<file path="config.mk">
export PLATFORM = sky130hd
export DESIGN_NAME = cams_fifo
export DESIGN_NICKNAME = d
export VERILOG_FILES = /design/src/hdl/cams_fifo.sv
export SDC_FILE = /design/constraint.sdc
export NUM_CORES = 1
export LEC_CHECK = 0
export BUFFER_PORTS_ARGS = -buffer_cell sky130_fd_sc_hd__buf_2
export CORE_MARGIN = 10
export CORE_UTILIZATION = 49
export CTS_CLUSTER_DIAMETER = 50
export DETAILED_ROUTE_END_ITERATION = 8
export PLACE_DENSITY = 0.83
export SLEW_MARGIN = 5
export SYNTH_ARGS = -nofsm -noshare
export SYNTH_HDL_FRONTEND = slang
export SYNTH_SLANG_ARGS = --single-unit
</file>
<file path="constraint.sdc">
create_clock -name clk -period 1.9 [get_ports clk]
set_input_delay 0.57 -clock clk [delete_from_list [all_inputs] [get_ports clk]]
set_output_delay 0.57 -clock clk [all_outputs]
set_load 0.05 [all_outputs]
</file>
<file path="src/hdl/cams_fifo.sv">
// Two-entry queue between the front end and the math pipeline.
// Uses no package items; width set by parameter.
`default_nettype none

module cams_fifo #(
  parameter int WIDTH = 8
) (
  input  logic             clk,
  input  logic             rst,
  input  logic             push_valid,
  output logic             push_ready,
  input  logic [WIDTH-1:0] push_data,
  output logic             pop_valid,
  input  logic             pop_ready,
  output logic [WIDTH-1:0] pop_data
);

  logic [WIDTH-1:0] entry [2];
  logic             wr_ptr;
  logic             rd_ptr;
  logic [1:0]       count;
  logic             do_push;
  logic             do_pop;

  assign push_ready = (count != 2'd2);
  assign pop_valid  = (count != 2'd0);
  assign pop_data   = entry[rd_ptr];
  assign do_push    = push_valid && push_ready;
  assign do_pop     = pop_valid && pop_ready;

  always_ff @(posedge clk) begin
    if (rst) begin
      wr_ptr <= 1'b0;
      rd_ptr <= 1'b0;
      count  <= 2'd0;
    end else begin
      if (do_push) wr_ptr <= ~wr_ptr;
      if (do_pop) rd_ptr <= ~rd_ptr;
      count <= count + {1'b0, do_push} - {1'b0, do_pop};
    end
  end

  always_ff @(posedge clk) begin
    if (do_push) entry[wr_ptr] <= push_data;
  end

endmodule

`default_nettype wire

</file>
* Word-level counts from Yosys, hierarchy flattened
Memory sizes are Yosys's and may differ from the RTL's. A register that Yosys moved wholly into a read port is not among the register bits.
Cells that the tools add are included.
** Storage, ports and cells
- Register bits after elaboration :: 4
- Bits in latches :: 0
- Bits in writable memories :: 16
- ROM bits :: 0
- Input port bits :: 12
- Output and inout bits :: 10
- Logic and storage cells :: 16
- Memories kept :: 1
** Cells by class
- Add/sub/neg operators :: 2
- Multipliers :: 0
- Divide/modulo/power cells :: 0
- $lt $le $gt $ge :: 0
- Equality and inequality tests :: 1
- Shift operators :: 0
- Muxes and demuxes :: 4
- Bitwise gates (word level) :: 2
- Reductions and logical operators :: 3
** Memory list
- entry :: depth 2, bits a word 8, rd ports 1, clocked after Yosys merged registers in 1, write ports 1, RTL line 18 : logic [WIDTH-1:0] entry [2];
** Operators by type and width (number)
- 1-bit two-way mux :: 4
- 2-bit by 1-bit adder with 2-bit output :: 1
- 1-bit logical AND :: 2
- 2-bit != test, second input constant :: 1
- 1-bit NOT :: 2
- 2-bit nonzero test :: 1
- 2-bit by 1-bit subtractor with 2-bit output :: 1

* Depth between registers and ports, before layout
- Depth after elaboration :: 4
- Gate-level depth with buffers :: 8
- Depth with buffers taken out :: 8

* Worst setup path after synthesis
No wires, ideal clock.
- Path type :: register to register
- From :: register count[0]
- To :: register count[1]
- Setup time :: 115 ps
- Data arrival time :: 1560 ps
- Data required time :: 1785 ps
- Setup slack :: 225 ps
- Cell stages (with the launch flop) :: 9
- Path buffers :: 0
- Period minus slack after synthesis :: 1675 ps
- Path through :: dfxtp_1 > nand2b_2 > nand2_2 > ha_1 > inv_1 > ha_1 > xor2_1 > xnor2_1 > nor2_1
** On the way
- Longest elaborated chain between the ends :: 4
- Elaborated cells on any way between the ends :: 6
- Those cells by class :: add/sub (2); eq/ne (1); reduce/logical (3)
** RTL lines
- start, declared :: RTL line 21 : logic [1:0] count;
- start signal, assigned :: RTL line 39 : count <= count + {1'b0, do_push} - {1'b0, do_pop};
- 2-bit != test :: RTL line 25 : assign push_ready = (count != 2'd2);
- named net push_ready :: RTL line 11 : output logic push_ready,
- 1-bit logical AND :: RTL line 28 : assign do_push = push_valid && push_ready;
- 2-bit by 1-bit adder with 2-bit output :: RTL line 39
- 2-bit by 1-bit subtractor with 2-bit output :: RTL line 39
The timed path passes the listed nets, and every way through them passes these cells.
A chain may end at the register's enable or synchronous reset.

==> results.py <==
metrics = {
    "clock_network": {
        "clkSlewWorstSetupHoldPaths_ps": 120,
        "postCtsSetupBuffers": 0,
        "clock_sinks": 21,
        "clockBufferDepth": 2,
        "htreeDepth": 1,
        "cts_tree": "done",
        "cts_root_buf": "clkbuf_4",
        "insertion_delay_ps": 290,
        "cts_made_buffers": 3,
        "cts-hold-fix-buffers": 0,
        "post_cts_resized": 2,
    },
    "sta": {
        "slew-limit-headroom_pct": 73.0,
        "skew_ps": 9.09,
        "fmax_mhz": 545,
        "grt_setup_unrepaired": "no",
        "hold_viol_final": 0,
        "max_slew.worst_pin.slew_ps": 405,
        "holdWs_ps": 457,
        "setup-tns-final_ps": 0,
        "finalCritPeriodShare_pct": 96.5,
        "period_needed_ps": 1830,
        "final.setup.worst_slack_ps": 66.1,
        "setup_violations": 0,
        "slew_violations": 0,
    },
    "global_routing": {
        "antenna_found_initial": 0,
        "grt_pass1_wl_mm": 2.01,
        "grt_max_degree": 13,
        "grt_util_all_layers_pct": 7.18,
        "grt-ovfl-total": 0,
        "grt_pass1_vias": 467,
    },
    "synth": {
        "yosysTopAreaCellShare_pct": 59.1,
        "ys_seq_elements": 21,
        "ys_types": 16,
        "synth_area_leaders": "edfxtp_1, dfxtp_1, mux2_1",
        "netlist.top_cell.by_area": "edfxtp_1",
        "synth_area_um2": 813,
        "yosys_warnings": 0,
        "avgSynthCellArea_um2": 16.6,
        "syn-num-nets": 63,
        "ys_seq_area_share_pct": 71.4,
        "syn_inst": 49,
    },
    "route": {
        "via_count": 449,
        "ant_nets": 0,
        "wl_met1_um": 532,
        "wl_met3_um": 103,
        "routed_wl_mm": 1.31,
        "via_per_inst": 4.99,
        "route.met2.wl_um": 669,
        "remaining_drc_errors": 0,
        "first_pass_iters": 3,
        "highest_layer": "met4",
        "avgRoutedWirePerCell_um": 14.6,
        "drt-initial-drc-count": 6,
    },
    "critical_path": {
        "critPathRequiredTime_ps": 1330,
        "critPathLaunchType": "flop",
        "r2r-end": "count[1]$_SDFF_PP0_",
        "crit_path_end": "pop_data[6]",
        "crit_fanout": 8,
        "reg2reg_depth": 7,
        "crit_arrival_ps": 1260,
        "r2r_slack_ps": 350,
        "cp-end-kind": "output pin",
        "worstSetupPathType": "flop to output pin",
        "r2r-start": "count[1]$_SDFF_PP0_",
    },
    "pwr": {
        "p_switching_mw": 0.569,
        "power_density_nw_per_um2": 1460,
        "leakage_nw": 0.402,
        "p_int_mw": 0.850,
        "pwr-share-seq_pct": 45.2,
        "clockPowerShare_pct": 14.5,
        "switching_share_pct": 40.1,
        "power_frac_comb_pct": 40.4,
        "ir_drop_uv": 717,
    },
    "finish": {
        "stdcell_area_um2": 972,
        "multi_input_area_um2": 224,
        "layout-drive-gt1-share_pct": 41.9,
        "nets": 89,
        "area_growth_pct": 19.5,
        "regArea_um2": 584,
        "final_core_util_pct": 63.1,
        "nFillCells": 125,
        "diodes": 0,
    },
    "floorplanning": {
        "core_area_um2": 1540,
        "fp-row-count": 14,
        "die_height_um": 60.7,
        "io_pins": 22,
        "dieArea_um2": 3690,
        "die_x_um": 60.7,
        "initial_core_util_pct": 52.8,
    },
    "worst_hold_path": {
        "worstHoldStart": "push_data[3]",
        "worstHoldPathType": "input pin to flop",
    },
    "placement": {
        "dp_hpwl_mm": 1.03,
        "dp_slack_ps": 136,
        "globalplace.congestion": 0.715,
        "port_buffers": 21,
        "placed_area_um2": 941,
    },
    "flow_run": {
        "cap_violations": 0,
    },
    "status": {
        "outcome": "complete, no violations",
    },
}
## worst min-delay path by stage
stage,to,cells past startpoint
2_1_floorplan,flop,2
3_3_place_gp,rd_ptr$_SDFFE_PP0P_,2
3_5_place_dp,flop,2
4_1_cts,entry[1][3]$_DFFE_PP_,1
5_1_grt,entry[1][7]$_DFFE_PP_,1
6_report,entry[0][3]$_DFFE_PP_,1
## cell usage in the layout, fill, tap and decap left out
cell type   n
buf_2      21
edfxtp_1   16
mux2_1      8
nor2_1      5
dfxtp_1     4
clkbuf_4    3
nor2b_1     2
xnor2_1     2
ha_1        2
o21a_2      1
nand2b_2    1
nand2_2     1
or2_1       1
inv_1       1
and3_1      1
mux2_4      1
xor2_1      1
dfxtp_4     1
clkinv_2    1
buf_4       1
## flip-flops by register name, summed over array words and instances (netlist names), named ones only
signal	cells
rd_ptr	1
count	2
wr_ptr	1
entry	16
## power groups by stage
stage | clock, mW | combinational (mW) | sequential [mW]
after floorplan | 0 | 0.481 | 0.620
after global placement | 0 | 0.571 | 0.646
after detailed placement | 0 | 0.581 | 0.648
after CTS | 0.209 | 0.583 | 0.643
after global routing | 0.228 | 0.612 | 0.654
final | 0.205 | 0.572 | 0.640
## cells by family after synthesis
| logic type | count (synthesis) | synth area share (%) |
|---|---|---|
| simple gates | 11 | 7.23 |
| xor+xnor | 3 | 3.23 |
| flops | 21 | 71.4 |
| fa+ha+maj | 2 | 3.08 |
| buf+inv | 2 | 1.08 |
| mux | 9 | 12.9 |
| compound gates | 1 | 1.08 |
## Yosys cell counts
cell type and number:
edfxtp_1 16, mux2_1 8, dfxtp_1 5, nor2_1 5, ha_1 2, nor2b_1 2, xnor2_1 2, and3_1 1
buf_2 1, inv_1 1, mux2_4 1, nand2_2 1, nand2b_2 1, o21a_2 1, or2_1 1, xor2_1 1
## layout make-up
type | instances | share of cell area [%]
Sequential cell | 21 | 60.1
Multi-Input combinational cell | 26 | 23.0
Timing Repair Buffer | 22 | 11.6
Clock buffer | 3 | 2.32
Tap cell | 16 | 2.06
Clock inverter | 1 | 0.515
Inverter | 1 | 0.386
## through the flow
step	total power, mW	std cells
CTS	1.44	90
floorplan	1.10	49
finish	1.42	90
global placement	1.22	86
global route	1.49	90
detailed placement	1.23	86
## critical path, cell delays in order, from the launching register on
cell and delay, ps:
dfxtp_4 420, mux2_1 330, buf_2 210
## metal layers
layer / vias up / GRT usage [%]
li1: 226 / -
met4: 0 / 1.88
met3: 2 / 3.55
met2: 11 / 12.7
met1: 210 / 7.38
met5: - / 0
No activity file was read; power rests on OpenSTA's default activity.
