## src/hdl/cams_pkg.sv

```systemverilog
// Shared types and constants for the constant-acceleration motion solver.
// No dependencies; the front end, back end, top level and testbench refer to this package.
`default_nettype none

package cams_pkg;

  localparam int CLS_BITS = 3;
  localparam int TOL_BITS = 16;

  localparam logic FUNC_EXTRAP = 1'b0;
  localparam logic FUNC_SOLVE  = 1'b1;

  localparam logic [TOL_BITS-1:0] TOL_RESET = 16'd1;

  // how the back end treats an item
  typedef enum logic [CLS_BITS-1:0] {
    CLS_EXTRAP,
    CLS_AT_TARGET,
    CLS_LINEAR,
    CLS_QUAD,
    CLS_NEVER
  } cls_t;

endpackage

`default_nettype wire

```

## src/hdl/cams_front.sv

```systemverilog
// Front end: takes input beats, classifies them and forms operands.
// Depends on cams_pkg (class codes, func codes, tolerance width).
`default_nettype none

module cams_front #(
  parameter int W = 32
) (
  input  logic                          clk,
  input  logic                          rst,
  input  logic                          in_valid,
  output logic                          in_ready,
  input  logic                          func,
  input  logic signed [W-1:0]           start_time,
  input  logic signed [W-1:0]           start_pos,
  input  logic signed [W-1:0]           start_vel,
  input  logic signed [W-1:0]           start_acc,
  input  logic signed [W-1:0]           query_time,
  input  logic                          use_given_acc,
  input  logic signed [W-1:0]           given_acc,
  input  logic signed [W-1:0]           target_pos,
  input  logic [cams_pkg::TOL_BITS-1:0] tol,
  output logic                          rec_valid,
  input  logic                          rec_ready,
  output cams_pkg::cls_t                rec_cls,
  output logic [7*W+1:0]                rec_data
);

  logic signed [W:0] delta;
  logic signed [W:0] dtq;
  logic [W:0]        a_ext;
  logic [W:0]        v_ext;
  logic [W:0]        d_abs;
  logic [W:0]        a_abs;
  logic [W:0]        v_abs;
  logic [W:0]        tol_ext;
  logic [W-1:0]      acc_sel;
  logic              d_pos;
  logic              v_pos;
  cams_pkg::cls_t    cls;

  always_comb begin
    delta   = $signed({target_pos[W-1], target_pos}) - $signed({start_pos[W-1], start_pos});
    dtq     = $signed({query_time[W-1], query_time}) - $signed({start_time[W-1], start_time});
    a_ext   = {start_acc[W-1], start_acc};
    v_ext   = {start_vel[W-1], start_vel};
    d_abs   = delta[W] ? ~delta + 1'b1 : delta;
    a_abs   = a_ext[W] ? ~a_ext + 1'b1 : a_ext;
    v_abs   = v_ext[W] ? ~v_ext + 1'b1 : v_ext;
    tol_ext = (W+1)'(tol);
    d_pos   = !delta[W] && (delta != '0);
    v_pos   = !start_vel[W-1] && (start_vel != '0);
    if (func == cams_pkg::FUNC_EXTRAP) begin
      acc_sel = use_given_acc ? given_acc : start_acc;
      cls     = cams_pkg::CLS_EXTRAP;
    end else begin
      acc_sel = start_acc;
      if (d_abs <= tol_ext) begin
        cls = cams_pkg::CLS_AT_TARGET;
      end else if (a_abs <= tol_ext) begin
        // linear motion: needs real speed heading toward the target
        cls = (v_abs > tol_ext && d_pos == v_pos) ? cams_pkg::CLS_LINEAR
                                                  : cams_pkg::CLS_NEVER;
      end else begin
        cls = cams_pkg::CLS_QUAD;
      end
    end
  end

  assign in_ready = !rec_valid || rec_ready;

  always_ff @(posedge clk) begin
    if (rst) begin
      rec_valid <= 1'b0;
    end else if (in_valid && in_ready) begin
      rec_valid <= 1'b1;
    end else if (rec_ready) begin
      rec_valid <= 1'b0;
    end
  end

  always_ff @(posedge clk) begin
    if (in_valid && in_ready) begin
      rec_cls  <= cls;
      rec_data <= {start_time, query_time, start_pos, start_vel, acc_sel, delta, dtq};
    end
  end

endmodule

`default_nettype wire

```

## config.mk

```make
export PLATFORM = sky130hd
export DESIGN_NAME = cams_front
export DESIGN_NICKNAME = d
export VERILOG_FILES = /design/src/hdl/cams_pkg.sv /design/src/hdl/cams_front.sv
export SDC_FILE = /design/constraint.sdc
export NUM_CORES = 1
export LEC_CHECK = 0
export ABC_AREA = 1
export ABC_CLOCK_PERIOD_IN_PS = 14390
export BUFFER_PORTS_ARGS = -buffer_cell sky130_fd_sc_hd__buf_2
export CORE_MARGIN = 2
export CORE_UTILIZATION = 40
export CTS_BUF_LIST = sky130_fd_sc_hd__clkbuf_8
export DETAILED_ROUTE_END_ITERATION = 10
export GPL_TIMING_DRIVEN = 0
export PLACE_DENSITY_LB_ADDON = 0.25
export SYNTH_ARGS = -nofsm -noshare
export SYNTH_HDL_FRONTEND = slang
export SYNTH_SLANG_ARGS = --single-unit
export TNS_END_PERCENT = 20
```

## constraint.sdc

```tcl
create_clock -name clk -period 14.39 [get_ports clk]
set_input_delay 0.7195 -clock clk [delete_from_list [all_inputs] [get_ports clk]]
set_output_delay 0.7195 -clock clk [all_outputs]
set_load 0.01 [all_outputs]
```

Yosys cells after proc, flatten, opt, wreduce, memory -nomap -nowiden
Cells that the tools add are included.
{"block": "word_totals", "reg_bits": 230, "input_bits": 246, "out_inout_bits": 231, "wordCells": 42}
{"block": "op_classes", "addsub": 5, "n_lt_le_gt_ge": 3, "eq_ne": 1, "muxes": 10, "bitwise": 5, "reduce_logical": 13}
{"cell": "33-bit by 1-bit adder with 33-bit output (second input constant)", "count": 3}
{"cell": "33-bit 2-to-1 mux", "count": 3}
{"cell": "33-bit inverter", "count": 3}
{"cell": "33-bit by 16-bit less-or-equal comparator with 1-bit output", "count": 2}
{"cell": "32-bit by 32-bit subtractor with 33-bit output", "count": 2}
{"cell": "32-bit 2-to-1 mux", "count": 2}
{"cell": "33-bit by 16-bit greater-than comparator with 1-bit output", "count": 1}
{"cell": "33-bit nonzero test", "count": 1}
{"cell": "32-bit nonzero test", "count": 1}
{"cell": "1-bit logical AND", "count": 4}
{"cell": "1-bit logical NOT", "count": 3}
{"cell": "1-bit 2-to-1 mux", "count": 3}
{"cell": "3-bit 2-to-1 mux", "count": 1}
{"cell": "3-bit OR reduction", "count": 1}
{"cell": "2-bit 2-to-1 mux", "count": 1}
{"cell": "1-bit inverter", "count": 2}
{"cell": "2-bit nonzero test", "count": 1}
{"cell": "2-bit OR reduction", "count": 1}
{"cell": "1-bit equality test", "count": 1}
{"cell": "1-bit logical OR", "count": 1}

Logic depth before layout (Yosys ltp)
Gate-level depths: netlist of run 1.
{"block": "depth", "word_depth": 8, "depth_mapped": 37, "mapped_depth_nobuf": 35}

Worst setup path after synthesis of run 1
OpenSTA, ideal clock, no wires.
{"block": "synth_path", "path_kind": "input to register", "startpoint": "in in_valid", "endpoint": "reg rec_cls[0] (enable)", "setup_time_ps": 894, "arrival_ps": 11748, "required_time_ps": 13496, "setup_slack_ps": 1748, "stages": 2, "path_buffers": 0, "cell_sequence": "inv_1 a21oi_1"}
{"block": "synth_via", "elab_chain_cells": 1}
{"element": "from (decl)", "line_no": "cams_front.sv:10", "source": "input logic in_valid,"}
{"element": "1-bit logical AND", "line_no": "cams_front.sv:82", "source": "if (in_valid && in_ready) begin"}
{"element": "to (signal assigned)", "line_no": "cams_front.sv:83", "source": "rec_cls <= cls;"}
{"element": "to (decl)", "line_no": "cams_front.sv:24", "source": "output cams_pkg::cls_t rec_cls,"}
No other way between the ends.
A chain may end at the register's enable or synchronous reset.

Worst setup path in the final report of run 1
{"block": "layout_path", "startpoint": "in start_pos[0]", "endpoint": "reg rec_cls[2], data pin"}
{"block": "layout_via", "elab_chain_cells": 6, "word_cells_on_any_way": 12, "classes_between": "2 x add/sub; 1 x order compare; 1 x eq/ne; 2 x mux; 1 x bitwise; 5 x reduce/logical"}
{"element": "from (decl)", "line_no": "cams_front.sv:14", "source": "input logic signed [W-1:0] start_pos,"}
{"element": "32-bit by 32-bit subtractor with 33-bit output *", "line_no": "cams_front.sv:42", "source": "delta = $signed({target_pos[W-1], target_pos}) - $signed({start_pos[W-1], start_pos});"}
{"element": "named net delta[32]", "line_no": "cams_front.sv:28", "source": "logic signed [W:0] delta;"}
{"element": "33-bit inverter, or another cell as far along", "line_no": "cams_front.sv:46", "source": "d_abs = delta[W] ? ~delta + 1'b1 : delta;"}
{"element": "33-bit by 1-bit adder with 33-bit output / 1-bit logical AND (equally long branches)", "line_no": "cams_front.sv:46, cams_front.sv:50"}
{"element": "33-bit 2-to-1 mux / 1-bit equality test (equally long branches)", "line_no": "cams_front.sv:46, cams_front.sv:61"}
{"element": "33-bit by 16-bit less-or-equal comparator with 1-bit output / 1-bit logical AND (equally long branches)", "line_no": "cams_front.sv:57, cams_front.sv:61"}
{"element": "3-bit OR reduction (no line) / 3-bit 2-to-1 mux (equally long branches)"}
Mark *: on every way through the listed nets, which the timed path passes. The rest lies on a longest branch.

==> summary.txt, run 1 <==
Power
  – Flop pwr share: 39.7%
  – Pwr dens: 103.2 mW/mm^2
  – P_leak: 0.01016 uW
  – Clock share of power: 32.3%
  – Combinational power share: 28.0%
  – Sw frac: 33.04%
  – Power Internal: 1384 uW
  – Total power: 2067 uW
  – P_sw: 683.1 uW
  – Peak supply drop: 0.1170 mV

Drt
  – DR pass1 iterations: 5
  – Drt total wl: 49.89 mm
  – DR vias/cell: 4.866
  – Drt drc: 0
  – Via count: 14,930
  – Routed WL per cell: 16.26 um
  – 1st-iter DRT viols: 849
  – ANT nets after route: 0

Clocking
  – Hold Buf Count CTS: 0
  – CTS clock-pin slew for the worst setup and hold paths: 0.07 ns
  – Postcts setup bufs: 0
  – H-tree lvl count: 2
  – Later-pin clock latency in the skew report: 0.64 ns
  – Post-CTS Resized: 0
  – # clock sinks: 230
  – CTS Buffer Depth: 3
  – CTS tree: done
  – Clk root buf: clkbuf_8
  – Num CTS Buffers: 42

Final layout
  – Layout cell share with drive strength beyond 1: 24.29%
  – Non-filler cells, final: 3,069
  – Layout area overhead: 25.90%
  – Layout Nets: 2,869

Global routing
  – Initial antenna violation count: 7
  – Total gr overflow: 0
  – Overall routing resource usage: 23.77%
  – Vias in the first global route: 14,520
  – First-pass GRT wire length: 76.82 mm
  – Largest net degree at the start of global routing: 32

Die
  – Die Y: 203.5 um
  – Initial core utilization: 40.25%
  – # IOs: 477
  – DIE AREA: 0.04141 mm^2
  – Core footprint: 0.03955 mm^2
  – Row count: 73
  – Die Wd: 203.5 um

Status
  – Run status: complete, no violations

Yosys
  – Cell variety after synth: 50
  – Net Count, Synth: 2,342
  – Average size of a mapped cell: 8.043 um^2
  – Synth Instances: 1,979
  – Yosys warning total: 0
  – Most common cell in the netlist: nand2_1
  – Mapped Area: 0.01592 mm^2
  – Post-synth ARST share: 0%
  – Yosys reg bits: 230
  – Commonest cells post-synth: nand2_1, inv_1, edfxtp_1, nor2_1, nand3_1
  – Sequential share of the synthesized area: 43.33%
  – Main synth FF type: edfxtp_1
  – Number of synthesized flops with an enable pin: 229
  – Top-area cell type share of the netlist area: 43.20%
  – Cell accounting for the most synthesized area: edfxtp_1
  – Synth area leaders: edfxtp_1, nand2_1, ha_1

Timing
  – Crit share post-route: 35.19%
  – Final hold viol count: 0
  – Slew headroom: 39.75%
  – RSZ-0062 raised after global routing: false
  – FMAX: 0.1975 GHz
  – Final Skew: 0.03593 ns
  – Final setup violating endpoints: 0
  – Slew Limit Fails: 0
  – Post-layout min period: 5.063 ns
  – Worst slew pin tran: 0.9017 ns

Placement
  – PortBufs: 475
  – Placed Cells: 2,987
  – Final GP Congestion: 0.8732
  – DP Wirelength: 41.39 mm

Setup path
  – Slowest CP cell: fa_1
  – Top cell by count, worst path: nand2_1
  – Crit path largest cell delay: 0.38 ns
  – CP Launch Type: input pin
  – Crit path DAT: 5.42 ns
  – CP Capture Type: flip-flop
  – Worst EP required: 14.75 ns
  – Crit Path Max Fanout: 10
  – Kind of critical path: in -> reg

Hold path
  – Worst Hold Class: in -> reg

Run
  – Max_cap viols: 0
## logic make-up after synthesis
logic type | synth area share (%)
multiplexers | 0.2122
buffers and inverters | 9.260
flip-flops | 43.33
XOR/XNOR | 5.392
AO/OA/AOI/OAI | 6.933
adder cells (fa/ha/maj) | 9.291
AND/OR/NAND/NOR | 25.59
## state kept, by name, summed over array words and instances (netlist names)
register / flops
rec_cls: 3
rec_data: 226
rec_valid: 1
## cells in the final DEF, fill, tap and decap left out, drive strengths merged, types with 5 or more instances in the layout
cell and n:
a21boi 11, a21oi 104, a31oi 16, and2 6, buf 490, bufinv 5, clkbuf 52, clkinv 21
edfxtp 229, ha 115, inv 378, nand2 523, nand3 122, nand3b 9, nand4 32, nor2 217
nor3 28, nor4 10, o21ai 34, o21bai 5, o31ai 5, xnor2 16, xor2 82
## path summary, 6_finish.rpt
check | endpoint | cells past startpoint | slack, ns | start
min | rec_valid | 2 | 0.27 | rst
max | rec_cls[2] | 35 | 9.33 | start_pos[0]
max reg2reg | rec_data[31] | 6 | 11.90 | rec_valid
min reg2reg | rec_valid | 2 | 0.54 | rec_valid
## power by group through the flow
stage	clock (uW)	combinational [uW]	sequential, uW
2_1_floorplan	0	333	879
4_1_cts	688	580	822
3_3_place_gp	0	561	857
3_5_place_dp	0	576	835
5_1_grt	717	654	826
6_report	668	578	822
## final cells by class
class	instances	area, um^2
diodes	4	10.01
plain buffers	17	81.33
clock buffers	42	578.1
clock inverters	36	314.1
fillers	3865	19510
inverters	371	1393
multi-input cells	1361	7559
flip-flops and latches	230	6897
well taps	525	656.9
repair buffers	483	2552
## layer usage
layer  up-vias  global-route usage [%]  share of wire, %
li1       7526                       -                 -
met5         -                       0                 0
met3        89                   4.634               6.7
met2       552                   41.74                49
met1      6766                   29.03                42
met4         0                   8.368               2.7
## metrics by stage
| stage | hold slack, ns | setup TNS (ns) | setup WS (ns) | instance area, um^2 | utilization (%) |
|---|---|---|---|---|---|
| floorplan | 0.5770 | 0 | 1.748 | 15920 | - |
| global placement | 0.4725 | -652.63 | -2.885 | 18950 | 47.92 |
| detailed placement | 0.5375 | 0 | 8.738 | 19140 | 48.39 |
| CTS | 0.2227 | 0 | 9.399 | 20030 | 50.65 |
| global route | 0.2434 | 0 | 8.774 | 20040 | 50.67 |
| finish | 0.2671 | 0 | 9.327 | 20040 | 50.67 |
## worst max-delay path, delay by kind of cell
family                   cells  cell delay, ns
AND/OR/NAND/NOR             21            2.06
buffers and inverters        6            1.01
adder cells (fa/ha/maj)      3            0.90
AO/OA/AOI/OAI                4            0.60
XOR/XNOR                     1            0.14
No activity file was read; power rests on OpenSTA's default activity.
==> run 2: changes to the inputs <==
--- a/config.mk
+++ b/config.mk
@@ -5,8 +5,8 @@
 export SDC_FILE = /design/constraint.sdc
 export NUM_CORES = 1
 export LEC_CHECK = 0
-export ABC_AREA = 1
-export ABC_CLOCK_PERIOD_IN_PS = 14390
+export ABC_AREA = 0
+export ABC_CLOCK_PERIOD_IN_PS = 4400
 export BUFFER_PORTS_ARGS = -buffer_cell sky130_fd_sc_hd__buf_2
 export CORE_MARGIN = 2
 export CORE_UTILIZATION = 40
==> constraint.sdc (replaced) <==
create_clock -name clk -period 4.4 [get_ports clk]
set_input_delay 0.22 -clock clk [delete_from_list [all_inputs] [get_ports clk]]
set_output_delay 0.22 -clock clk [all_outputs]
set_load 0.01 [all_outputs]
==> summary.txt, run 2 <==
Status
  – Run status: finished with violations (was complete, no violations)
  – Failing checks: negative setup slack

Timing
  – Worst slew pin tran: 0.8625 ns (was 0.9017 ns)
  – Final WS setup: -0.2786 ns (was 9.327 ns)
  – Crit share post-route: 106.3%
  – Final hold viol count: 0 (unchanged)
  – Setup TNS Final: -0.6681 ns (was 0 ns)
  – Final setup violating endpoints: 3 (was 0)
  – Slew Limit Fails: 0 (unchanged)
  – Post-layout min period: 4.679 ns
  – Final Skew: 0.02644 ns (was 0.03593 ns)
  – RSZ-0062 raised after global routing: true (was false)
  – Fin Hold WS: 0.06682 ns (was 0.2671 ns)
  – Slew headroom: 41.59% (was 39.75%)
  – FMAX: 0.2137 GHz

Die
  – Core footprint: 0.03574 mm^2 (was 0.03955 mm^2)
  – Die Y: 194.9 um (was 203.5 um)
  – Row count: 69 (was 73)
  – Initial core utilization: 40.77% (was 40.25%)
  – DIE AREA: 0.03797 mm^2 (was 0.04141 mm^2)
  – # IOs: 477 (unchanged)
  – Die Wd: 194.9 um (was 203.5 um)

Placement
  – Final GP Congestion: 0.8387 (was 0.8732)
  – PortBufs: 474 (was 475)
  – DP Wirelength: 34.24 mm (was 41.39 mm)
  – Post-DP Area: 0.01760 mm^2 (was 0.01914 mm^2)

Yosys
  – Commonest cells post-synth: edfxtp_1, ha_1, inv_1, nand2_1, a21oi_1 (was nand2_1, inv_1, edfxtp_1, nor2_1, nand3_1)
  – Mapped Area: 0.01457 mm^2 (was 0.01592 mm^2)
  – Cell accounting for the most synthesized area: edfxtp_1 (unchanged)
  – Main synth FF type: edfxtp_1 (unchanged)
  – Most common cell in the netlist: edfxtp_1 (was nand2_1)
  – Synth Instances: 1,364 (was 1,979)
  – Average size of a mapped cell: 10.68 um^2 (was 8.043 um^2)
  – Cell variety after synth: 85 (was 50)
  – Number of synthesized flops with an enable pin: 229 (unchanged)
  – Post-synth ARST share: 0% (unchanged)
  – Net Count, Synth: 1,727 (was 2,342)
  – Yosys warning total: 0 (unchanged)
  – Top-area cell type share of the netlist area: 47.20% (was 43.20%)
  – Sequential share of the synthesized area: 47.33% (was 43.33%)
  – Synth area leaders: edfxtp_1, ha_1, xnor2_1 (was edfxtp_1, nand2_1, ha_1)
  – Yosys reg bits: 230 (unchanged)

Setup path
  – Crit path largest cell delay: 0.57 ns (was 0.38 ns)
  – CP Launch Type: input pin (unchanged)
  – Kind of critical path: in -> reg (unchanged)
  – Register-to-register setup slack: 2.56 ns (was 11.90 ns)
  – CP Capture Type: flip-flop (unchanged)
  – Worst R2R Path Depth: 3 (was 6)
  – Worst r2r src: rec_valid (unchanged)
  – Crit path capture: rec_cls[1] (was rec_cls[2])
  – Slowest CP cell: or4_4 (was fa_1)
  – Crit path DAT: 5.00 ns (was 5.42 ns)
  – Worst EP required: 4.72 ns (was 14.75 ns)
  – Crit Path Max Fanout: 8 (was 10)
  – CP cell instances: buf_2, inv_1, ha_1, buf_2, or4_1, o22a_2, xor2_2, or4_4, or2_4, nor4_2, nor2_1, xor2_1, ha_1, nand4_1, nor4_2, a211oi_1, a221o_1, a2111oi_2, o2111a_1, nand4_1, o211a_1
  – End of the worst register-to-register path: rec_data[76] (was rec_data[31])
  – Critical path origin: start_pos[3] (was start_pos[0])

Clocking
  – H-tree lvl count: 2 (unchanged)
  – Num CTS Buffers: 41 (was 42)
  – CTS tree: done (unchanged)
  – Later-pin clock latency in the skew report: 0.58 ns (was 0.64 ns)
  – # clock sinks: 230 (unchanged)
  – CTS Buffer Depth: 3 (unchanged)
  – Clk root buf: clkbuf_8 (unchanged)
  – CTS clock-pin slew for the worst setup and hold paths: 0.05 ns (was 0.07 ns)

Global routing
  – Met3 Use GR: 4.581% (was 4.634%)
  – Busiest grt layer: met2 (unchanged)
  – Initial antenna violation count: 7 (unchanged)
  – Global-route track usage on met1: 28.36% (was 29.03%)
  – First-pass GRT wire length: 72.53 mm (was 76.82 mm)
  – Met2 Use GR: 42.63% (was 41.74%)
  – Total gr overflow: 0 (unchanged)
  – Overall routing resource usage: 23.92% (was 23.77%)
  – Vias in the first global route: 13,920 (was 14,520)
  – Largest net degree at the start of global routing: 75 (was 32)

Final layout
  – Layout cell share with drive strength beyond 1: 29.80% (was 24.29%)
  – Commonest non-fill, non-tap cell in the layout: buf_2 (was nand2_1)
  – Largest regs: rec_data: 226 flops, rec_cls: 3 flops, rec_valid: 1 flops (unchanged)
  – Most flops, register: rec_data (unchanged)
  – Most frequent cells in the layout: buf_2, edfxtp_1, dlygate4sd3_1 (was nand2_1, buf_2, inv_1)
  – Fillers: 3,031 (was 3,865)
  – Layout area overhead: 40.63% (was 25.90%)
  – Max FFs per register: 226 (unchanged)
  – Design area: 0.02049 mm^2 (was 0.02004 mm^2)
  – Layout Nets: 2,438 (was 2,869)

Run
  – Max_cap viols: 0 (unchanged)

Drt
  – Via count: 13,600 (was 14,930)
  – ANT nets after route: 0 (unchanged)
  – Drt total wl: 46.23 mm (was 49.89 mm)
  – DR pass1 iterations: 5 (unchanged)
  – DR vias/cell: 5.284 (was 4.866)
  – 1st-iter DRT viols: 699 (was 849)
  – Routed WL per cell: 17.97 um (was 16.26 um)
  – Drt drc: 0 (unchanged)

Hold path
  – Worst Hold Class: in -> reg (unchanged)

Power
  – Peak supply drop: 0.2654 mV (was 0.1170 mV)
  – Total power: 6448 uW (was 2067 uW)
  – Pwr dens: 314.7 mW/mm^2 (was 103.2 mW/mm^2)
  – P_leak: 0.008850 uW (was 0.01016 uW)
==> run 2: cell count changes after synthesis, sizes merged, moves of 20 or more <==
cell / change
a21oi: -28
xnor2: +57
inv: -255
o21ai: +43
xor2: -61
and3: +20
nor2: -145
a21o: +26
mux2: +27
nand2: -439
nand3: -87
==> run 2: layout make-up <==
type	count	area (um^2)	area share (%)
clock inverter	30	131.4	0.6412
inverter	116	436.7	2.131
clock buffer	42	578.1	2.821
multi-input combinational	983	7317	35.71
antenna	8	20.02	0.09770
tap	461	576.8	2.815
sequential	230	6897	33.66
buffer	31	156.4	0.7633
timing repair buffer	672	4377	21.36
==> run 2: power by group <==
group | total (uW) | internal (uW) | switching (uW)
Clock | 1810 | 889 | 922
Sequential | 2690 | 2650 | 45.3
Combinational | 1950 | 850 | 1090
Total | 6450 | 4390 | 2060
==> run 2: metrics by stage <==
stage	worst slack (ns)	utilization, %	instances
floorplan	-1.059	-	1364
global placement	-2.637	49.02	2299
detailed placement	-2.592	49.25	2302
CTS	-0.2247	57.12	2565
global route	-0.5328	57.32	2572
finish	-0.2786	57.33	2573
==> run 2: timing repair <==
action / CTS / global route
resized for setup: 45 / 11
hold buffers: 183 / 0
setup buffers: 11 / 1
setup endpoints to repair: 3 / 6
pin swaps: 18 / 0
endpoints found under the hold margin: 164 / 0
==> run 2: worst min path at each step <==
| stage | start | to | slack, ns | cells past startpoint |
|---|---|---|---|---|
| after floorplan | rst | rec_valid | 0.29 | 1 |
| after global placement | rst | rec_valid | 0.37 | 2 |
| after detailed placement | rst | rec_valid | 0.39 | 2 |
| after CTS | start_acc[22] | rec_data[88] | 0.0006 | 2 |
| after global routing | start_acc[7] | rec_data[73] | 0.03 | 2 |
| final | start_acc[22] | rec_data[88] | 0.07 | 2 |
==> run 2: logic make-up after synthesis <==
logic type,count (synthesis),synth area share [%]
adder cells (fa/ha/maj),117,10.15
buffers and inverters,151,3.967
AO/OA/AOI/OAI,339,15.64
AND/OR/NAND/NOR,395,14.34
flip-flops,230,47.33
multiplexers,38,2.868
XOR/XNOR,94,5.702
==> run 2: routing by layer <==
layer	part of all wire, %	wire length, um
met5	0	0
met4	3.4	1583
met2	50	23230
met3	6.8	3123
met1	40	18290
==> run 2: critical path: cells and delay by family <==
| family | cells | cell delay (ns) |
|---|---|---|
| AND/OR/NAND/NOR | 8 | 2.13 |
| buffers and inverters | 3 | 0.35 |
| XOR/XNOR | 2 | 0.34 |
| AO/OA/AOI/OAI | 6 | 1.41 |
| adder cells (fa/ha/maj) | 2 | 0.52 |
